===== src/rtl/multi_queue_with_join_defines.svh =====
// Assertion macros for the multi-queue manager.
// Included by RTL files that carry concurrent checks; define NO_ASSERTIONS to drop them.
`ifndef MULTI_QUEUE_WITH_JOIN_DEFINES_SVH
`define MULTI_QUEUE_WITH_JOIN_DEFINES_SVH

`ifndef NO_ASSERTIONS

// Check that is disabled while reset is asserted.
`define MQJ_ASSERT(label, clk, rst_n, prop, msg) \
  label: assert property (@(posedge clk) disable iff (!rst_n) prop) else $error(msg);

// Check that also holds during reset.
`define MQJ_ASSERT_ALWAYS(label, clk, prop, msg) \
  label: assert property (@(posedge clk) prop) else $error(msg);

`else

`define MQJ_ASSERT(label, clk, rst_n, prop, msg)
`define MQJ_ASSERT_ALWAYS(label, clk, prop, msg)

`endif

`endif


===== src/rtl/mqj_pkg.sv =====
// Types and constants of the multi-queue manager.
// Used by mqj_ram and multi_queue_with_join; depends on nothing.
`default_nettype none

package mqj_pkg;

  localparam int unsigned QUEUES  = 128;
  localparam int unsigned ENTRIES = 256;

  localparam int unsigned QW = $clog2(QUEUES);
  localparam int unsigned EW = $clog2(ENTRIES);
  // lengths, fresh count and links carry one more bit for the value ENTRIES
  localparam int unsigned LW = EW + 1;

  typedef enum logic [1:0] {
    OP_ADD   = 2'd0,
    OP_LEAVE = 2'd1,
    OP_JOIN  = 2'd2
  } op_e;

  typedef enum logic [1:0] {
    ST_DONE  = 2'd0,
    ST_EMPTY = 2'd1,
    ST_FULL  = 2'd2
  } status_e;

  typedef struct packed {
    logic [1:0]         operation;
    logic [6:0]         queue_index;
    logic [6:0]         target_queue;
    logic signed [31:0] item_value;
  } in_t;

  typedef struct packed {
    logic [1:0]         status;
    logic signed [31:0] removed_value;
    logic [8:0]         queue_length;
  } out_t;

  // one queue descriptor
  typedef struct packed {
    logic [EW-1:0] head;
    logic [EW-1:0] tail;
    logic [LW-1:0] len;
  } qrec_t;

endpackage

`default_nettype wire


===== src/rtl/mqj_ram.sv =====
// Single-port-write, single-port-read RAM with registered read data.
// A read of the address written in the same cycle returns the new word.
// Depends on mqj_pkg for default sizes.
`default_nettype none

module mqj_ram #(
  parameter int unsigned WIDTH = mqj_pkg::LW,
  parameter int unsigned DEPTH = mqj_pkg::ENTRIES,
  localparam int unsigned AW = $clog2(DEPTH)
) (
  input  logic             clk_i,
  input  logic             we_i,
  input  logic [AW-1:0]    waddr_i,
  input  logic [WIDTH-1:0] wdata_i,
  input  logic             re_i,
  input  logic [AW-1:0]    raddr_i,
  output logic [WIDTH-1:0] rdata_o
);

  logic [WIDTH-1:0] mem_q [DEPTH];
  logic [WIDTH-1:0] rdata_q;

  always_ff @(posedge clk_i) begin
    if (we_i) begin
      mem_q[waddr_i] <= wdata_i;
    end
  end

  always_ff @(posedge clk_i) begin
    if (re_i) begin
      rdata_q <= (we_i && (waddr_i == raddr_i)) ? wdata_i : mem_q[raddr_i];
    end
  end

  assign rdata_o = rdata_q;

endmodule

`default_nettype wire

===== config.mk =====
export PLATFORM = sky130hd
export DESIGN_NAME = mqj_ram
export DESIGN_NICKNAME = d
export VERILOG_FILES = /design/src/rtl/multi_queue_with_join_defines.svh /design/src/rtl/mqj_pkg.sv /design/src/rtl/mqj_ram.sv
export SDC_FILE = /design/constraint.sdc
export NUM_CORES = 2
export LEC_CHECK = 0
export ABC_AREA = 0
export BUFFER_PORTS_ARGS = -buffer_cell sky130_fd_sc_hd__buf_2
export CORE_ASPECT_RATIO = 1.25
export CORE_UTILIZATION = 60
export DETAILED_ROUTE_END_ITERATION = 10
export PLACE_DENSITY_LB_ADDON = 0.3
export SETUP_SLACK_MARGIN = 0.15
export SLEW_MARGIN = 20
export SYNTH_ARGS = -nofsm -noshare
export SYNTH_HDL_FRONTEND = slang
export SYNTH_SLANG_ARGS = --single-unit

===== constraint.sdc =====
create_clock -name clk_i -period 3.9 [get_ports clk_i]
set_clock_uncertainty 0.2 [all_clocks]
set_input_delay 0.39 -clock clk_i [delete_from_list [all_inputs] [get_ports clk_i]]
set_output_delay 0.39 -clock clk_i [all_outputs]
set_load 0.02 [all_outputs]

==> metrics.yaml <==
routing:
  drc: 0
  drt_wl_total_mm: 222
  final_antenna_net_count: 0
  wl_per_cell_um: 31.7
  dr.pass1.iters: 9
  drt-vias-per-instance: 6.64
  vias: 46500
  first_iter_violations: 6192
place:
  post_dp_cell_area_um2: 95400
  pre_cts_ws_ns: 0.0118
  routabilityCongestion: 0.919
  hpwl_mm: 139
  portBuffers: 36
pwr:
  p_int_uw: 39500
  power.net_switching_uw: 10600
  p_leak_uw: 0.0329
  cellPowerDensity_nw_per_um2: 491
  vdd_drop_max_mv: 0.498
  clkPwrFrac_pct: 40.1
  finalPower_uw: 50100
  comb_power_share_pct: 5.2
  netSwitchingFraction_pct: 21.1
  pwr-share-seq_pct: 54.7
die:
  coreArea_um2: 148000
  fp.dieH_um: 435
  start_util_pct: 60.5
  rows: 158
  fp.dieW_um: 348
  io_pins: 37
  dieArea_um2: 151000
synthesis:
  synth.distinct_cells: 51
  syn_inst: 4346
  synth_nets: 4374
  synth_warnings: 0
  synth-seq-cells: 2313
  netlist_area_um2: 89800
  yosysSeqAreaShare_pct: 77.3
  async_flop_share_pct: 0
  avgSynthCellArea_um2: 20.7
  synth_edf_count: 2313
  synthFlopType: "edfxtp_1"
clock_tree:
  numCtsBuffers: 207
  clkTransAtPathRegs_ns: 0.06
  clock_sinks: 2313
  post_cts_resized: 0
  cts_root_buf: "clkbuf_16"
  holdBufCountCts: 12
  clk_latency_ns: 0.87
  postCtsSetupBuffers: 0
  clockBufferDepth: 3
  htree_num_levels: 4
  cts_tree: "done"
sta:
  report.final.slew_viol_count: 0
  layout_min_cycle_time_ns: 3.26
  slew_headroom_pct: 31.6
  period_share_pct: 83.7
  final-setup-viol-count: 0
  fmax_mhz: 306
  timing.final.ws_setup_ns: 0.636
  hold_viol_final: 0
  tns_ns: 0
  rsz0062_at_grt: "false"
  worst_slew_pin_slew_ns: 1.02
grt:
  grt_start_max_net_pins: 160
  first_global_vias: 46500
  grt_pass1_wl_mm: 320
  grt.total_usage_pct: 29.8
  overflow: 0
  antenna_found_initial: 8
setup_path:
  path_common_cell: "buf_4"
  cp.depth: 8
  critPathBufInv: 2
  critical_path.max_fanout: 1
  path_class: "reg2reg"
  worst_ep_arrival_time_ns: 3.66
  cp_cell_sequence: "mux4_2 > a2111oi_0 > buf_4 > or3_1 > a41oi_1 > buf_4 > nor4_1 > a21oi_1"
  startpoint_type: "flip-flop"
  endpoint_kind: "flip-flop"
  critical_path.top_delay_family: "compound AO/OA/AOI/OAI gates"
  crit_path_max_incr_delay_ns: 0.62
  cp_data_required_time_ns: 4.30
  reg2regPathDepth: 8
  crit_slowest_cell: "a2111oi_0"
cells_and_area:
  num-nets-final: 4852
  postLayoutCellArea_um2: 102000
  fillers: 8914
  drive_gt1_share_pct: 27.0
  area_growth_pct: 13.7
run_status:
  outcome: "finished, final reports clean"
job:
  drv.max_cap_violation_count: 0
hold_path:
  hp-class: "in2reg"
  holdPathStages: 1
## flip-flops by register name (all words and copies together) (netlist names)
signal and cells:
rdata_o 9, mem_q 2304
## power groups by stage
stage	registers, µW	logic [µW]	clock network (µW)
3_5_place_dp	28000	2540	0
6_report	27400	2590	20100
2_1_floorplan	28000	1310	0
3_3_place_gp	28000	2490	0
4_1_cts	27400	2570	20300
5_1_grt	27400	2690	21200
## area by class of cell
type,count,area [µm²],share of cell area (%)
well taps,2000,2500,2.45
repair buffers,544,4700,4.60
multi-input cells,1753,18800,18.4
diodes,4,10.0,0.00980
clock inverters,134,1190,1.17
clock buffers,244,5430,5.31
inverters,5,18.8,0.0184
flip-flops and latches,2313,69500,68.0
## routing by layer
metal / routed length (µm) / GRT usage (%)
met1: 78900 / 38.6
met2: 109000 / 48.4
met3: 22000 / 6.79
met4: 11800 / 14.3
met5: 50 / 0
## synth_stat cells (17+ instances only)
master | count | area [µm²]
mux2i_1 | 186 | 1860
buf_6 | 28 | 315
nand3_1 | 33 | 165
nand4_1 | 27 | 169
nor2_1 | 328 | 1230
mux4_2 | 443 | 9980
a21oi_1 | 24 | 120
a221oi_1 | 34 | 298
buf_2 | 39 | 195
clkbuf_1 | 144 | 541
mux2_2 | 66 | 743
nand2b_1 | 25 | 156
buf_1 | 20 | 75.1
a22oi_1 | 156 | 1170
nor3_1 | 30 | 150
buf_4 | 34 | 255
nand2_1 | 82 | 308
o221ai_1 | 24 | 210
edfxtp_1 | 2313 | 69500
o22ai_1 | 79 | 494
a2111oi_0 | 17 | 149
or3_1 | 25 | 156
o21ai_0 | 44 | 220
## kinds of logic after synthesis
logic type	after synthesis	synth area share, %
flip-flops	2313	77.3
multiplexers	709	14.4
AND/OR/NAND/NOR	598	2.94
AO/OA/AOI/OAI	438	3.49
buffers and inverters	280	1.74
XOR/XNOR	8	0.0780
## per-stage QoR
step	hold WS [ns]	cells	utilization (%)
after floorplan	0.289	4346	-
after global placement	0.603	6602	64.2
after detailed placement	0.613	6602	64.2
after CTS	0.0470	6992	68.8
after global routing	0.0613	6993	68.8
final	0.0685	6997	68.8
## path summary, 6_finish.rpt
check | slack [ns] | from | endpoint
setup / recovery | 0.64 | mem_q[171][8]$_DFFE_PP_ | rdata_o[8]$_DFFE_PP_
hold / removal | 0.07 | wdata_i[6] | mem_q[102][6]$_DFFE_PP_
setup reg to reg | 0.64 | mem_q[171][8]$_DFFE_PP_ | rdata_o[8]$_DFFE_PP_
hold reg to reg | 0.93 | mem_q[195][8]$_DFFE_PP_ | rdata_o[8]$_DFFE_PP_
## cells in the final DEF, fill, tap and decap left out, types with 7 or more instances in the layout
| cell type | instances |
|---|---|
| a21o_1 | 8 |
| a22oi_1 | 156 |
| mux2_2 | 66 |
| nor2_1 | 327 |
| nand4_1 | 27 |
| buf_2 | 23 |
| o31ai_1 | 11 |
| clkinv_2 | 38 |
| a31o_2 | 8 |
| nor2b_1 | 13 |
| mux4_2 | 443 |
| o22ai_1 | 79 |
| clkbuf_16 | 212 |
| a211oi_1 | 10 |
| a31oi_1 | 8 |
| o21ai_0 | 44 |
| mux4_1 | 14 |
| buf_4 | 453 |
| a21oi_1 | 24 |
| nor4_1 | 13 |
| clkinv_1 | 61 |
| o221ai_1 | 24 |
| xor2_1 | 7 |
| nor3_1 | 30 |
| a41oi_1 | 8 |
| nand2_1 | 80 |
| mux2i_1 | 186 |
| or3_1 | 25 |
| edfxtp_1 | 2313 |
| nand3_1 | 33 |
| clkbuf_1 | 32 |
| bufinv_16 | 19 |
| a2111oi_0 | 17 |
| a221oi_1 | 34 |
| dlygate4sd3_1 | 12 |
| nand2b_1 | 24 |
| buf_12 | 44 |
Note: power is estimated with default switching activity, not from simulation.
